### src/ubds_pkg.sv
// Shared constants and types for the UART baud divisor search block.
package ubds_pkg;

    localparam int unsigned CLK_HZ_W         = 32;
    localparam int unsigned BAUD_W           = 22;
    localparam int unsigned GEN_W            = 30;
    localparam int unsigned DIV_OUT_W        = 8;
    localparam int unsigned ERR_W            = 32;
    localparam int unsigned APB_DATA_W       = 32;
    localparam int unsigned APB_ADDR_W       = 3;

    localparam int unsigned MIN_DIVISOR_DEF   = 4;
    localparam int unsigned DIVISOR_LIMIT_DEF = 255;

    localparam logic [CLK_HZ_W-1:0] CLK_HZ_RESET = 32'd100000000;
    localparam logic [ERR_W-1:0]    NONE_ERROR   = 32'hFFFF_FFFF;

    localparam logic [0:0] REG_INPUT_CLOCK_HZ = 1'b0;

    typedef struct packed {
        logic                start;
        logic [CLK_HZ_W-1:0] dividend;
        logic [CLK_HZ_W-1:0] divisor;
    } ubds_div_req_t;

    typedef struct packed {
        logic                done;
        logic [CLK_HZ_W-1:0] quotient;
    } ubds_div_resp_t;

endpackage

### src/ubds_regs.sv
// APB configuration register bank holding the reference clock frequency.
module ubds_regs
(
    input  logic                                clk,
    input  logic                                rst_n,
    input  logic                                psel,
    input  logic                                penable,
    input  logic                                pwrite,
    input  logic [ubds_pkg::APB_ADDR_W-1:0]     paddr,
    input  logic [ubds_pkg::APB_DATA_W-1:0]     pwdata,
    output logic [ubds_pkg::APB_DATA_W-1:0]     prdata,
    output logic                                pready,
    output logic [ubds_pkg::CLK_HZ_W-1:0]       clk_hz
);

    logic [ubds_pkg::CLK_HZ_W-1:0] clk_hz_reg;
    logic                          sel_clk_hz;

    assign sel_clk_hz = (paddr[ubds_pkg::APB_ADDR_W-1:2] == ubds_pkg::REG_INPUT_CLOCK_HZ);
    assign pready     = 1'b1;
    assign clk_hz     = clk_hz_reg;

    always_ff @(posedge clk or negedge rst_n)
    begin
        if (!rst_n)
        begin
            clk_hz_reg <= ubds_pkg::CLK_HZ_RESET;
        end
        else if (psel && penable && pwrite && pready && sel_clk_hz)
        begin
            clk_hz_reg <= pwdata;
        end
    end

    always_comb
    begin
        if (sel_clk_hz)
        begin
            prdata = clk_hz_reg;
        end
        else
        begin
            prdata = '0;
        end
    end

endmodule

### src/ubds_divider.sv
// Restoring radix-2 divider, one quotient bit per cycle.
module ubds_divider
(
    input  logic                     clk,
    input  logic                     rst_n,
    input  ubds_pkg::ubds_div_req_t  req,
    output ubds_pkg::ubds_div_resp_t resp
);

    localparam int unsigned W   = ubds_pkg::CLK_HZ_W;
    localparam int unsigned CNT_W = $clog2(W);

    logic             busy_reg;
    logic             done_reg;
    logic [CNT_W-1:0] cnt_reg;
    logic [W-1:0]     rem_reg;
    logic [W-1:0]     quo_reg;
    logic [W-1:0]     dvs_reg;
    logic [W:0]       trial;
    logic [W:0]       diff;
    logic             fits;

    assign trial = {rem_reg, quo_reg[W-1]};
    assign diff  = trial - {1'b0, dvs_reg};
    assign fits  = !diff[W];

    always_ff @(posedge clk or negedge rst_n)
    begin
        if (!rst_n)
        begin
            busy_reg <= 1'b0;
            done_reg <= 1'b0;
            cnt_reg  <= '0;
        end
        else
        begin
            done_reg <= 1'b0;
            if (req.start)
            begin
                busy_reg <= 1'b1;
                cnt_reg  <= '0;
            end
            else if (busy_reg)
            begin
                cnt_reg <= cnt_reg + 1'b1;
                if (cnt_reg == CNT_W'(W - 1))
                begin
                    busy_reg <= 1'b0;
                    done_reg <= 1'b1;
                end
            end
        end
    end

    always_ff @(posedge clk)
    begin
        if (req.start)
        begin
            rem_reg <= '0;
            quo_reg <= req.dividend;
            dvs_reg <= req.divisor;
        end
        else if (busy_reg)
        begin
            rem_reg <= fits ? diff[W-1:0] : trial[W-1:0];
            quo_reg <= {quo_reg[W-2:0], fits};
        end
    end

    assign resp.done     = done_reg;
    assign resp.quotient = quo_reg;

endmodule

### src/ubds_search.sv
// Search sequencer: shared multiplier, divider requests and best-candidate tracking.
module ubds_search
#(
    parameter int unsigned MIN_DIVISOR   = ubds_pkg::MIN_DIVISOR_DEF,
    parameter int unsigned DIVISOR_LIMIT = ubds_pkg::DIVISOR_LIMIT_DEF
)
(
    input  logic                              clk,
    input  logic                              rst_n,
    input  logic [ubds_pkg::CLK_HZ_W-1:0]     clk_hz,
    input  logic                              in_valid,
    output logic                              in_ready,
    input  logic [ubds_pkg::BAUD_W-1:0]       baud_rate,
    output logic                              out_valid,
    input  logic                              out_ready,
    output logic [ubds_pkg::GEN_W-1:0]        generator_value,
    output logic [ubds_pkg::DIV_OUT_W-1:0]    bit_divisor,
    output logic [ubds_pkg::ERR_W-1:0]        rate_error,
    output logic                              found,
    output ubds_pkg::ubds_div_req_t           div_req,
    input  ubds_pkg::ubds_div_resp_t          div_resp
);

    localparam int unsigned W  = ubds_pkg::CLK_HZ_W;
    localparam int unsigned DW = $clog2(DIVISOR_LIMIT + 1);

    typedef enum logic [2:0] {
        S_IDLE,
        S_MUL,
        S_DIV_START,
        S_DIV_WAIT,
        S_EVAL,
        S_CMP,
        S_NEXT,
        S_FINISH
    } state_t;

    state_t                          state_reg;
    logic                            phase_reg;
    logic [DW-1:0]                   d_reg;
    logic [ubds_pkg::BAUD_W-1:0]     baud_reg;
    logic [W-1:0]                    prod_reg;
    logic [W-1:0]                    g_reg;
    logic [W-1:0]                    ach_reg;
    logic [ubds_pkg::ERR_W-1:0]      err_reg;
    logic [W-1:0]                    best_g_reg;
    logic [DW-1:0]                   best_d_reg;
    logic [ubds_pkg::ERR_W-1:0]      best_err_reg;
    logic                            best_found_reg;
    logic                            out_valid_reg;
    logic [ubds_pkg::GEN_W-1:0]      gen_out_reg;
    logic [ubds_pkg::DIV_OUT_W-1:0]  div_out_reg;
    logic [ubds_pkg::ERR_W-1:0]      err_out_reg;
    logic                            found_out_reg;

    logic [DW-1:0]                   factor;
    logic [W-1:0]                    mul_a;
    logic [W-1:0]                    mul_p;
    logic [W-1:0]                    baud_ext;

    assign baud_ext = W'(baud_reg);
    assign factor   = d_reg + 1'b1;
    assign mul_a    = phase_reg ? g_reg : baud_ext;
    assign mul_p    = W'(mul_a * W'(factor));

    assign div_req.start    = (state_reg == S_DIV_START) && (prod_reg != '0);
    assign div_req.dividend = clk_hz;
    assign div_req.divisor  = prod_reg;

    assign in_ready        = (state_reg == S_IDLE);
    assign out_valid       = out_valid_reg;
    assign generator_value = gen_out_reg;
    assign bit_divisor     = div_out_reg;
    assign rate_error      = err_out_reg;
    assign found           = found_out_reg;

    always_ff @(posedge clk or negedge rst_n)
    begin
        if (!rst_n)
        begin
            state_reg      <= S_IDLE;
            phase_reg      <= 1'b0;
            d_reg          <= '0;
            best_found_reg <= 1'b0;
            out_valid_reg  <= 1'b0;
        end
        else
        begin
            if (out_valid_reg && out_ready && (state_reg != S_FINISH))
            begin
                out_valid_reg <= 1'b0;
            end
            unique case (state_reg)
                S_IDLE:
                begin
                    if (in_valid)
                    begin
                        baud_reg       <= baud_rate;
                        d_reg          <= DW'(MIN_DIVISOR);
                        phase_reg      <= 1'b0;
                        best_g_reg     <= '0;
                        best_d_reg     <= '0;
                        best_err_reg   <= ubds_pkg::NONE_ERROR;
                        best_found_reg <= 1'b0;
                        state_reg      <= S_MUL;
                    end
                end
                S_MUL:
                begin
                    prod_reg  <= mul_p;
                    state_reg <= S_DIV_START;
                end
                S_DIV_START:
                begin
                    state_reg <= (prod_reg == '0) ? S_NEXT : S_DIV_WAIT;
                end
                S_DIV_WAIT:
                begin
                    if (div_resp.done)
                    begin
                        if (!phase_reg)
                        begin
                            g_reg <= div_resp.quotient;
                            if (div_resp.quotient == '0)
                            begin
                                state_reg <= S_NEXT;
                            end
                            else
                            begin
                                phase_reg <= 1'b1;
                                state_reg <= S_MUL;
                            end
                        end
                        else
                        begin
                            ach_reg   <= div_resp.quotient;
                            state_reg <= S_EVAL;
                        end
                    end
                end
                S_EVAL:
                begin
                    err_reg   <= (ach_reg > baud_ext) ? (ach_reg - baud_ext)
                                                      : (baud_ext - ach_reg);
                    state_reg <= S_CMP;
                end
                S_CMP:
                begin
                    if (!best_found_reg || (err_reg < best_err_reg))
                    begin
                        best_g_reg     <= g_reg;
                        best_d_reg     <= d_reg;
                        best_err_reg   <= err_reg;
                        best_found_reg <= 1'b1;
                    end
                    state_reg <= S_NEXT;
                end
                S_NEXT:
                begin
                    phase_reg <= 1'b0;
                    if (d_reg == DW'(DIVISOR_LIMIT - 1))
                    begin
                        state_reg <= S_FINISH;
                    end
                    else
                    begin
                        d_reg     <= d_reg + 1'b1;
                        state_reg <= S_MUL;
                    end
                end
                S_FINISH:
                begin
                    if (!out_valid_reg || out_ready)
                    begin
                        out_valid_reg <= 1'b1;
                        gen_out_reg   <= best_g_reg[ubds_pkg::GEN_W-1:0];
                        div_out_reg   <= ubds_pkg::DIV_OUT_W'(best_d_reg);
                        err_out_reg   <= best_err_reg;
                        found_out_reg <= best_found_reg;
                        state_reg     <= S_IDLE;
                    end
                end
                default:
                begin
                    state_reg <= S_IDLE;
                end
            endcase
        end
    end

endmodule

### src/uart_baud_divisor_search_top.sv
// Top level of the UART baud divisor search block.
// For each requested baud rate beat the block walks the per-bit divisors
// MIN_DIVISOR to DIVISOR_LIMIT-1 and returns one result beat with the
// generator count, divisor and rate error of the best candidate (lowest
// error, lowest divisor on ties), or found = 0 with an all-ones error. One
// shared 32-bit restoring divider, one bit per cycle, sets the cost: a
// candidate takes two divisions plus multiply, error and compare steps,
// only the first division when its generator count is zero, and no
// division when the baud rate is zero. in_ready is low for the whole
// search; the result sits in an output register until taken.
// input_clock_hz is at APB address 0 and resets to 100000000.
module uart_baud_divisor_search_top
#(
    parameter int unsigned MIN_DIVISOR   = ubds_pkg::MIN_DIVISOR_DEF,
    parameter int unsigned DIVISOR_LIMIT = ubds_pkg::DIVISOR_LIMIT_DEF
)
(
    input  logic                              clk,
    input  logic                              rst_n,
    input  logic                              psel,
    input  logic                              penable,
    input  logic                              pwrite,
    input  logic [ubds_pkg::APB_ADDR_W-1:0]   paddr,
    input  logic [ubds_pkg::APB_DATA_W-1:0]   pwdata,
    output logic [ubds_pkg::APB_DATA_W-1:0]   prdata,
    output logic                              pready,
    input  logic                              in_valid,
    output logic                              in_ready,
    input  logic [ubds_pkg::BAUD_W-1:0]       baud_rate,
    output logic                              out_valid,
    input  logic                              out_ready,
    output logic [ubds_pkg::GEN_W-1:0]        generator_value,
    output logic [ubds_pkg::DIV_OUT_W-1:0]    bit_divisor,
    output logic [ubds_pkg::ERR_W-1:0]        rate_error,
    output logic                              found
);

    logic [ubds_pkg::CLK_HZ_W-1:0] clk_hz;
    ubds_pkg::ubds_div_req_t       div_req;
    ubds_pkg::ubds_div_resp_t      div_resp;

    ubds_regs u_regs
    (
        .clk     (clk),
        .rst_n   (rst_n),
        .psel    (psel),
        .penable (penable),
        .pwrite  (pwrite),
        .paddr   (paddr),
        .pwdata  (pwdata),
        .prdata  (prdata),
        .pready  (pready),
        .clk_hz  (clk_hz)
    );

    ubds_divider u_divider
    (
        .clk   (clk),
        .rst_n (rst_n),
        .req   (div_req),
        .resp  (div_resp)
    );

    ubds_search
    #(
        .MIN_DIVISOR   (MIN_DIVISOR),
        .DIVISOR_LIMIT (DIVISOR_LIMIT)
    )
    u_search
    (
        .clk             (clk),
        .rst_n           (rst_n),
        .clk_hz          (clk_hz),
        .in_valid        (in_valid),
        .in_ready        (in_ready),
        .baud_rate       (baud_rate),
        .out_valid       (out_valid),
        .out_ready       (out_ready),
        .generator_value (generator_value),
        .bit_divisor     (bit_divisor),
        .rate_error      (rate_error),
        .found           (found),
        .div_req         (div_req),
        .div_resp        (div_resp)
    );

endmodule

### config.mk
export PLATFORM = sky130hd
export DESIGN_NAME = uart_baud_divisor_search_top
export DESIGN_NICKNAME = d
export VERILOG_FILES = /design/src/ubds_pkg.sv /design/src/ubds_regs.sv /design/src/ubds_divider.sv /design/src/ubds_search.sv /design/src/uart_baud_divisor_search_top.sv
export SDC_FILE = /design/constraint.sdc
export NUM_CORES = 1
export LEC_CHECK = 0
export BUFFER_PORTS_ARGS = -buffer_cell sky130_fd_sc_hd__buf_2
export CORE_ASPECT_RATIO = 0.9
export CORE_MARGIN = 2
export CORE_UTILIZATION = 35
export CTS_BUF_LIST = sky130_fd_sc_hd__clkbuf_8
export CTS_CLUSTER_SIZE = 40
export DETAILED_ROUTE_END_ITERATION = 12
export PLACE_DENSITY_LB_ADDON = 0.12
export SLEW_MARGIN = 20
export SYNTH_ARGS = -nofsm -noshare
export SYNTH_HDL_FRONTEND = slang
export SYNTH_SLANG_ARGS = --single-unit
### constraint.sdc
create_clock -name clk -period 5.6 [get_ports clk]
set_input_delay 0.28 -clock clk [delete_from_list [all_inputs] [get_ports clk]]
set_output_delay 0.28 -clock clk [all_outputs]
set_load 0.02 [all_outputs]
== Word level (Yosys, flattened, before mapping) ==
Cells that the tools add are included.

* Bits in registers: 440
* Output and inout port bits: 106
* Input port bits: 64
* Logic and storage cells: 123

* Multiply operators: 1
* Equal/unequal tests: 15
* Add/subtract/negate cells: 5
* $lt $le $gt $ge: 2
* Bitwise operators: 2
* Multiplexer cells: 44
* Reductions and logical operators: 30

{| class="wikitable"
|+ Operator list
! operator !! count
|-
| two-way mux 32 bit || 8
|-
| zero test 32 bit || 2
|-
| case mux 32 bit (2 select lines) || 1
|-
| two-way mux 30 bit || 2
|-
| case mux 30 bit (2 select lines) || 1
|-
| subtractor 33 x 32 -> 33 bit || 1
|-
| greater-than comparator 32 x 22 -> 1 bit || 1
|-
| < comparator 32 bit || 1
|-
| multiplier 32 x 8 -> 32 bit || 1
|-
| two-way mux 8 bit || 4
|-
| case mux 8 bit (2 select lines) || 2
|-
| nonzero test 32 bit || 1
|-
| subtractor 22 x 32 -> 32 bit || 1
|-
| subtractor 32 x 22 -> 32 bit || 1
|-
| case mux 3 bit (8 select lines) || 1
|-
| two-way mux 3 bit || 7
|-
| AND reduction 3 bit || 6
|-
| two-way mux 1 bit || 14
|-
| == test 3 bit (second input constant) || 4
|-
| AND reduction 4 bit || 3
|-
| two-way mux 5 bit || 2
|-
| adder 8 x 1 -> 8 bit (second input constant) || 1
|-
| == test 8 bit (second input constant) || 1
|-
| == test 3 x 2 -> 1 bit (second input constant) || 2
|-
| 16 further kinds || 31
|}

== Depth between registers and ports, before layout ==
Gate-level depths: netlist (run 1).

* Depth in word-level cells: 5
* Gate-level depth with buffers: 23
* Gate-level depth less buffers: 22

== Cells and area by module ==
A second synthesis (run 1) with hierarchy kept.

* Cell total of the unflattened synthesis: 2,481
* Area, all modules: 27,928.0 sq um

{| class="wikitable"
|+ Modules (own cells, without submodules)
! module !! times used !! area each (sq um) !! cells an instance !! seq. area each (sq um)
|-
| ubds_search || 1 || 20,485.9 || 1,834 || 9,088.7
|-
| ubds_divider || 1 || 5,873.1 || 542 || 2,737.6
|-
| ubds_regs || 1 || 1,569.0 || 105 || 815.8
|}

== Least setup slack after synthesis (run 1) ==
Ideal clock, no wire load.

* Path kind: register to register
* Start: register u_search.err_reg[17] (netlist bit)
* End: register u_search.best_d_reg[0] (enable)
* Cell stages (with the launch flop): 12
* Setup slack: -0.507 ns
* Library setup time: 0.517 ns
* Arrival time: 5.590 ns
* Required time: 5.083 ns
* Clock period less this slack: 6.107 ns
* Buffers on the path: 0
* Path through: edfxtp_1 ha_1 a21o_1 a21o_1 a21o_1 a21o_1 a21o_1 a21o_1 a221o_1 a41oi_1 o211ai_1 a21boi_1

* Longest elaborated chain between the ends: 4

{| class="wikitable"
|+ Ends and longest elaborated chain
! what !! line !! RTL
|-
| start, declared || ubds_search.sv:45 || <nowiki>logic [ubds_pkg::ERR_W-1:0] err_reg;</nowiki>
|-
| start signal, assigned || ubds_search.sv:143 || <nowiki>err_reg <= (ach_reg > baud_ext) ? (ach_reg - baud_ext)</nowiki>
|-
| < comparator 32 bit || ubds_search.sv:149 || <nowiki>if (!best_found_reg || (err_reg < best_err_reg))</nowiki>
|-
| logical OR 1 bit || ubds_search.sv:149 ||
|-
| != test 2 x 1 -> 1 bit (no source line) || n/a ||
|-
| AND reduction 4 bit (no source line) || n/a ||
|-
| end signal, assigned || ubds_search.sv:152 || <nowiki>best_d_reg <= d_reg;</nowiki>
|-
| end, declared || ubds_search.sv:47 || <nowiki>logic [DW-1:0] best_d_reg;</nowiki>
|}

Every way passes these cells.
A chain may end at the register's enable or synchronous reset.

== Final worst setup path (run 1) ==
* Start: register u_search.d_reg[0]
* End: register u_search.prod_reg[31] (data pin)

* Longest elaborated chain between the ends: 2

{| class="wikitable"
|+ Ends and longest elaborated chain
! what !! line !! RTL
|-
| start, declared || ubds_search.sv:40 || <nowiki>logic [DW-1:0] d_reg;</nowiki>
|-
| start signal, assigned || ubds_search.sv:99 || <nowiki>d_reg <= DW'(MIN_DIVISOR);</nowiki>
|-
| start signal, assigned || ubds_search.sv:167 || <nowiki>d_reg <= d_reg + 1'b1;</nowiki>
|-
| adder 8 x 1 -> 8 bit || ubds_search.sv:62 || <nowiki>assign factor = d_reg + 1'b1;</nowiki>
|-
| multiplier 32 x 8 -> 32 bit || ubds_search.sv:64 || <nowiki>assign mul_p = W'(mul_a * W'(factor));</nowiki>
|-
| via u_search.mul_p[31] || ubds_search.sv:58 || <nowiki>logic [W-1:0] mul_p;</nowiki>
|-
| end signal, assigned || ubds_search.sv:110 || <nowiki>prod_reg <= mul_p;</nowiki>
|-
| end, declared || ubds_search.sv:42 || <nowiki>logic [W-1:0] prod_reg;</nowiki>
|}

The timed path passes the listed nets, and every way through them passes these cells.

==> results.md, run 1 <==
* Reported max-cap violation count at 0
* VDD IR-drop max at just over 0.7 mV
* Worst Max-Slew Pin Slew at 1046 ps
* Largest area contributor in the netlist: edfxtp_1
* Die Width at about 300 um
* Ys flop type: edfxtp_1
* Yosys warns at 0
* Clock skew at 62.36 ps
* RSZ-0062 raised after global routing: yes
* Mapped Nets at 2,817
* Yosys reg bits at 440
* Post-Syn Instances at 2,443
* Hold path startpoint: out_ready
* Reg2Reg Setup Slack at -150 ps
* Setup_tns at -294.5 ps
* CTS tree: done
* Cts bufs inserted at 81
* Reg2reg path depth at 20
* Crit start category: register
* Fin. Hold Viols at 0
* Layout cells sized above 1 at 22.39%
* Relative max-transition margin at 30.07%
* FMAX at 173.9 MHz
* Sequential fraction of the synthesis area at 46.10%
* Slew Viols, Final at 0
* Vias in the first global route at roughly 21,000
* Final core occ at 42.66%
* Area grow syn2layout at 20.84%
* Initial antenna violation count at 7
* Multiplexer share of the synthesized area at 4.927%
* Starting Density at 35.31%
* Clock Tree Buf Depth at 3
* Root Driver: clkbuf_8
* Number of flops mapped to enable cells by yosys at between 300 and 400
* Adder-cell share of the synthesized area at 18.50%
* GRT overflow at 0
* Post-DP HPWL at about 57,000 um
* Fin worst setup slack at -150.8 ps
* Die area at 80,610 um^2
* Violated checks: setup timing
* Post-synth ARST share at between 10% and 20%
* IO buf count at 166
* CP arrival at around 6000 ps
* Simple-Gate Fraction of Synth Area at 12.67%
* Worst Path Max Fanout at 6
* Endpoint, Worst Hold: u_search.out_valid
* Mapped cell area at 27,420 um^2
* # IOs at between 150 and 200
* Rows at 97
* CORE AREA at 77,670 um^2
* Tot GR Track Use at 19.01%
* Hold Crit Class: primary input to register
* Status: finished, violations left
* Post-synth top area share at 38.87%
* P_leak at 14.06 nW
* NumNets Final at 3,210
* Largest family of logic cells by synthesized area: adder cells
* XOR/XNOR Fraction of Synth Area at 3.166%
* Largest cells by area after synthesis: edfxtp_1, fa_1, ha_1, dfrtp_1, nor2_1
* Die height at 269.6 um
* Crit Path Category: register to register
* Vias at 19,660
* R2R Path End: u_search.prod_reg[31]
* Post-synthesis compound-gate area fraction at 9.650%
* Largest net degree at the start of global routing at 58
* Tmin final at 5751 ps
* H-tree depth at 3
* Total iterations of the first detailed-routing run at 5
* Hold depth at 3
* Final period util at 102.7%
* PD cells at 637.7 nW/um^2
* First-pass GRT wire length at 119,100 um
* Clock sinks at 440
* WL final at 76,030 um
* Power Total at 21.13 mW
* Drt initial violations at 1,235
* # DRC at 0
* Clock transition at path regs at 60 ps
* Gp weighted congestion at roughly 0.88
* Worst-skew pair later-pin latency at about 710 ps
* Final setup violating endpoints at 5
* Avg Inst Size Synth at 11.23 um^2
* WL/cell at 19.28 um
* Antenna-violating nets left at 0
* Commonest non-fill, non-tap cells in the layout: edfxtp_1, inv_1, nor2_1, buf_2, buf_4
* Via density at 4.986
* Worst r2r src: u_search.d_reg[0]
* Commonest non-fill, non-tap cell in the layout: edfxtp_1
* Critical Path RT at 6020 ps
* Worst Setup End Kind: register
* Synth unique cells at 74
==> worst max-delay path by stage <==
stage / startpoint / endpoint / cells after the start
after floorplan: u_search.d_reg[0] / u_search.prod_reg[31] / 22
after global placement: u_search.phase_reg / u_search.prod_reg[30] / 18
after detailed placement: u_search.phase_reg / u_search.prod_reg[30] / 18
after CTS: u_search.d_reg[0] / u_search.prod_reg[31] / 20
after global routing: u_search.d_reg[0] / u_search.prod_reg[31] / 20
final: u_search.d_reg[0] / u_search.prod_reg[31] / 20
==> area by class of cell <==
class                   count  area, um^2
fillers                  7501       44540
multi-input cells        1648       13750
flip-flops and latches    440       12650
repair buffers            401        2836
well taps                1039        1300
clock buffers              90        1239
inverters                 264       991.0
clock inverters            60       367.9
diodes                      2       5.005
==> per-layer routing <==
metal  track usage [%]  vias up  part of all wire (%)
li1                  -     9287                     -
met1             28.06     9730                    49
met2             28.33      535                    43
met3             3.868      111                   5.9
met4             4.934        0                   2.0
met5                 0        -                     0
==> cells in the mapped netlist (all sizes together), types with 11 or more instances <==
cell and number:
edfxtp 355, a31oi 21, o21bai 16, ha 151, mux2 64, dfrtp 41, nor4 19, or2 52
or3 42, nand3 25, nor2 266, dfxtp 32, xnor2 60, buf 16, xor2 37, a21o 56
mux2i 63, nand2b 15, and3 13, a21oi 105, fa 159, o21ai 72, a211oi 34, nor3 34
inv 264, and2 41, clkbuf 75, dfstp 12, nand2 106, o21a 18, nor2b 61, o31ai 11
nand4 19
==> critical path: stages, from the launching register on <==
cell and delay, ps:
dfrtp_2 450, buf_4 150, nand3_2 90, xor2_2 290, buf_6 190, nor2_1 70
fa_1 490, fa_1 540, fa_1 440, fa_1 560, ha_4 210, o21a_1 200
o21ai_2 150, a21oi_2 70, o211ai_1 260, nand3_1 170, a31o_2 240, o21a_1 190
o41a_1 340, a31o_1 240, xnor2_1 120
==> kinds of logic (layout without fill, tap and decap cells) <==
| group | after synthesis | count (layout) |
|---|---|---|
| and+or+nand+nor | 709 | 709 |
| DFF | 440 | 440 |
| AOI/OAI and AO/OA | 404 | 404 |
| buffers and inverters | 355 | 815 |
| adders and majority gates | 310 | 310 |
| muxes | 127 | 127 |
| xor gates and xnor gates | 97 | 97 |
| other | 1 | 3 |
==> stage by stage <==
stage                     instance area (um^2)  worst slack, ps  hold slack [ps]  instances
after floorplan                          27540           -29.10           -15.59       2443
after CTS                                32910           -175.6            23.83       3928
after global placement                   30550           -300.5            163.8       3712
final                                    33140           -150.8            108.4       3944
after detailed placement                 30550           -307.6            162.4       3712
after global routing                     33140           -412.7            80.13       3943
==> where the power goes <==
group	total, mW	internal, mW	leakage (nW)	switching [mW]
Combinational	12.9	6.45	9.02	6.45
Sequential	5.18	4.67	4.11	0.503
Clock	3.06	1.60	0.932	1.47
Total	21.1	12.7	14.1	8.42
==> repair_timing <==
action                                  4_1_cts  5_1_grt
hold endpoints to repair                     82        0
cloned                                        1        1
pin swaps                                     9       26
hold buffers                                 57        0
gates resized for setup                      26       34
endpoints found under the setup margin        9       12
buffers inserted                              8       12
Power figures use the tool's default switching activity.
==> run 2, diff against run 1 <==
--- a/config.mk
+++ b/config.mk
@@ -8,7 +8,7 @@
 export BUFFER_PORTS_ARGS = -buffer_cell sky130_fd_sc_hd__buf_2
 export CORE_ASPECT_RATIO = 0.9
 export CORE_MARGIN = 2
-export CORE_UTILIZATION = 35
+export CORE_UTILIZATION = 45
 export CTS_BUF_LIST = sky130_fd_sc_hd__clkbuf_8
 export CTS_CLUSTER_SIZE = 40
 export DETAILED_ROUTE_END_ITERATION = 12
==> results.md, run 2 (synthesis gave the netlist of run 1 again) <==
* Via density at 5.386
* CP arrival at 6160 ps
* NetSw at 8.360 mW
* Fin worst setup slack at -154.3 ps
* Power Total at 21.08 mW
* FMAX at 173.8 MHz
* Commonest non-fill, non-tap cells in the layout: edfxtp_1, inv_1, nor2_1, buf_2, fa_1
* Total iterations of the first detailed-routing run at 5
* Fin. Hold Viols at 0
* Internal power at 12.72 mW
* Reg2Reg Setup Slack at -150 ps
* Area grow syn2layout at 19.17%
* Reported max-cap violation count at 0
* Clock Tree Buf Depth at 3
* # DRC at 0
* Die area at about 63,000 um^2
* Cts bufs inserted at 74
* VDD IR-drop max at ~0.9 mV
* Clock share of power at 13.7%
* RSZ-0062 raised after global routing: yes
* Clock skew at 44.22 ps
* Vias in the first global route at 19,950
* Antenna-violating nets left at 0
* Final core occ at 54.39%
* Tmin final at 5754 ps
* NumNets Final at 3,194
* Initial antenna violation count at 6
* Clock sinks at 440
* WL/cell at 19.38 um
* Gp weighted congestion at 0.9241
* PD cells at 644.9 nW/um^2
* Commonest non-fill, non-tap cell in the layout: edfxtp_1
* CTS tree: done
* Vias at between 15,000 and 20,000
* Tot GR Track Use at 23.06%
* Layout cells sized above 1 at 21.86%
* P_leak at 13.95 nW
* Critical path's largest stage delay at around 530 ps
* Critical path's slowest cell: fa_1
* Crit Path Category: register to register
* Sw Ratio at a little under 40%
* Post-DP HPWL at around 54,000 um
* Final period util at 102.8%
* Die height at roughly 240 um
* Relative max-transition margin at a little over two fifths
* First-pass GRT wire length at between 100,000 and 150,000 um
* GRT overflow at 0
* Final setup violating endpoints at 3
* CORE AREA at 60,090 um^2
* Largest net degree at the start of global routing at a little under 60
* IO buf count at between 150 and 200
* Crit start category: register
* H-tree depth at 3
* Die Width at roughly 260 um
* WL final at 71,050 um
* Worst-skew pair later-pin latency at 690 ps
* Slew Viols, Final at 0
* Worst Path Max Fanout at 3
* Violated checks: setup timing
* Clock transition at path regs at around 60 ps
* Worst Setup End Kind: register
* Combinational Power Share at 61.8%
* Root Driver: clkbuf_8
* Critical Path RT at ~6000 ps
* Starting Density at between 40% and 50%
* Rows at 85
* # IOs at 170
* Sequential Power Share at 24.5%
* Worst Max-Slew Pin Slew at 865.3 ps
* Drt initial violations at 1,415
* Status: finished, violations left
* Hold Crit Class: primary input to register
* CP Cell Sequence: nand3_2 > nor2_4 > nand3_2 > xor2_2 > or2_4 > fa_1 > fa_1 > inv_2 > fa_2 > fa_1 > ha_1 > o21a_1 > o31ai_4 > a21oi_2 > o211ai_1 > nand3_2 > a31o_4 > o21a_1 > o41a_1 > a31o_1 > xnor2_1
run 2: worst max-delay path, delay by kind of cell, from the launching register on:
kind	cells	cell delay (ps)
adder cells (fa/ha/maj)	5	2230
AO/OA/AOI/OAI	8	1660
AND/OR/NAND/NOR	5	800
flip-flops	1	400
XOR/XNOR	2	330
buffers and inverters	1	50
run 2: layer usage:
layer / wire (um) / track usage (%) / vias to the layer above
li1: - / - / 9266
met1: 33520 / 33.23 / 9804
met2: 30640 / 34.71 / 569
met3: 5293 / 5.924 / 111
met4: 1587 / 5.940 / 2
met5: 12 / 0 / -
run 2: area by class of cell:
type	count	area, um^2
sequential	440	12650
clock buffer	76	1046
inverter	264	991.0
tap	783	979.7
antenna	2	5.005
fill	5247	27410
timing repair buffer	392	2789
multi-input combinational	1648	13810
clock inverter	62	414.1
run 2: power by group through the flow:
| stage | clock, mW | combinational, mW | sequential (mW) |
|---|---|---|---|
| after floorplan | 0 | 8.02 | 4.99 |
| after global placement | 0 | 11.6 | 5.21 |
| after detailed placement | 0 | 11.8 | 5.22 |
| after CTS | 2.98 | 12.5 | 5.16 |
| after global routing | 3.10 | 14.7 | 5.24 |
| final | 2.89 | 13.0 | 5.16 |
run 2: path summary, 6_finish.rpt:
kind                                    startpoint                            to  cells past startpoint
max in group asynchronous                    rst_n             u_search.d_reg[1]                      3
hold / removal                           out_ready            u_search.out_valid                      3
setup / recovery                 u_search.d_reg[2]         u_search.prod_reg[31]                     21
hold reg to reg            u_search.best_g_reg[13]  u_search.generator_value[13]                      0
min in group asynchronous                    rst_n       u_search.best_found_reg                      3
setup reg to reg                 u_search.d_reg[2]         u_search.prod_reg[31]                     21
run 2: through the flow:
stage               instance area, um^2  worst slack (ps)  hold slack (ps)  cells  TNS (ps)
global route                      32680            -363.6            55.54   3665     -1260
detailed placement                30180            -264.0            404.5   3448     -1174
CTS                               32530            -129.8            6.492   3659    -157.1
floorplan                         27540            -29.10           -15.59   2443    -29.10
finish                            32680            -154.3            95.40   3667    -226.7
global placement                  30180            -219.9            402.3   3448    -866.5
run 2: what timing repair did:
action / in CTS / in global routing
pin swaps: 18 / 6
hold buffers: 56 / 0
gates resized for setup: 42 / 23
setup buffers: 17 / 6
hold endpoints to repair: 96 / 0
endpoints found under the setup margin: 7 / 11
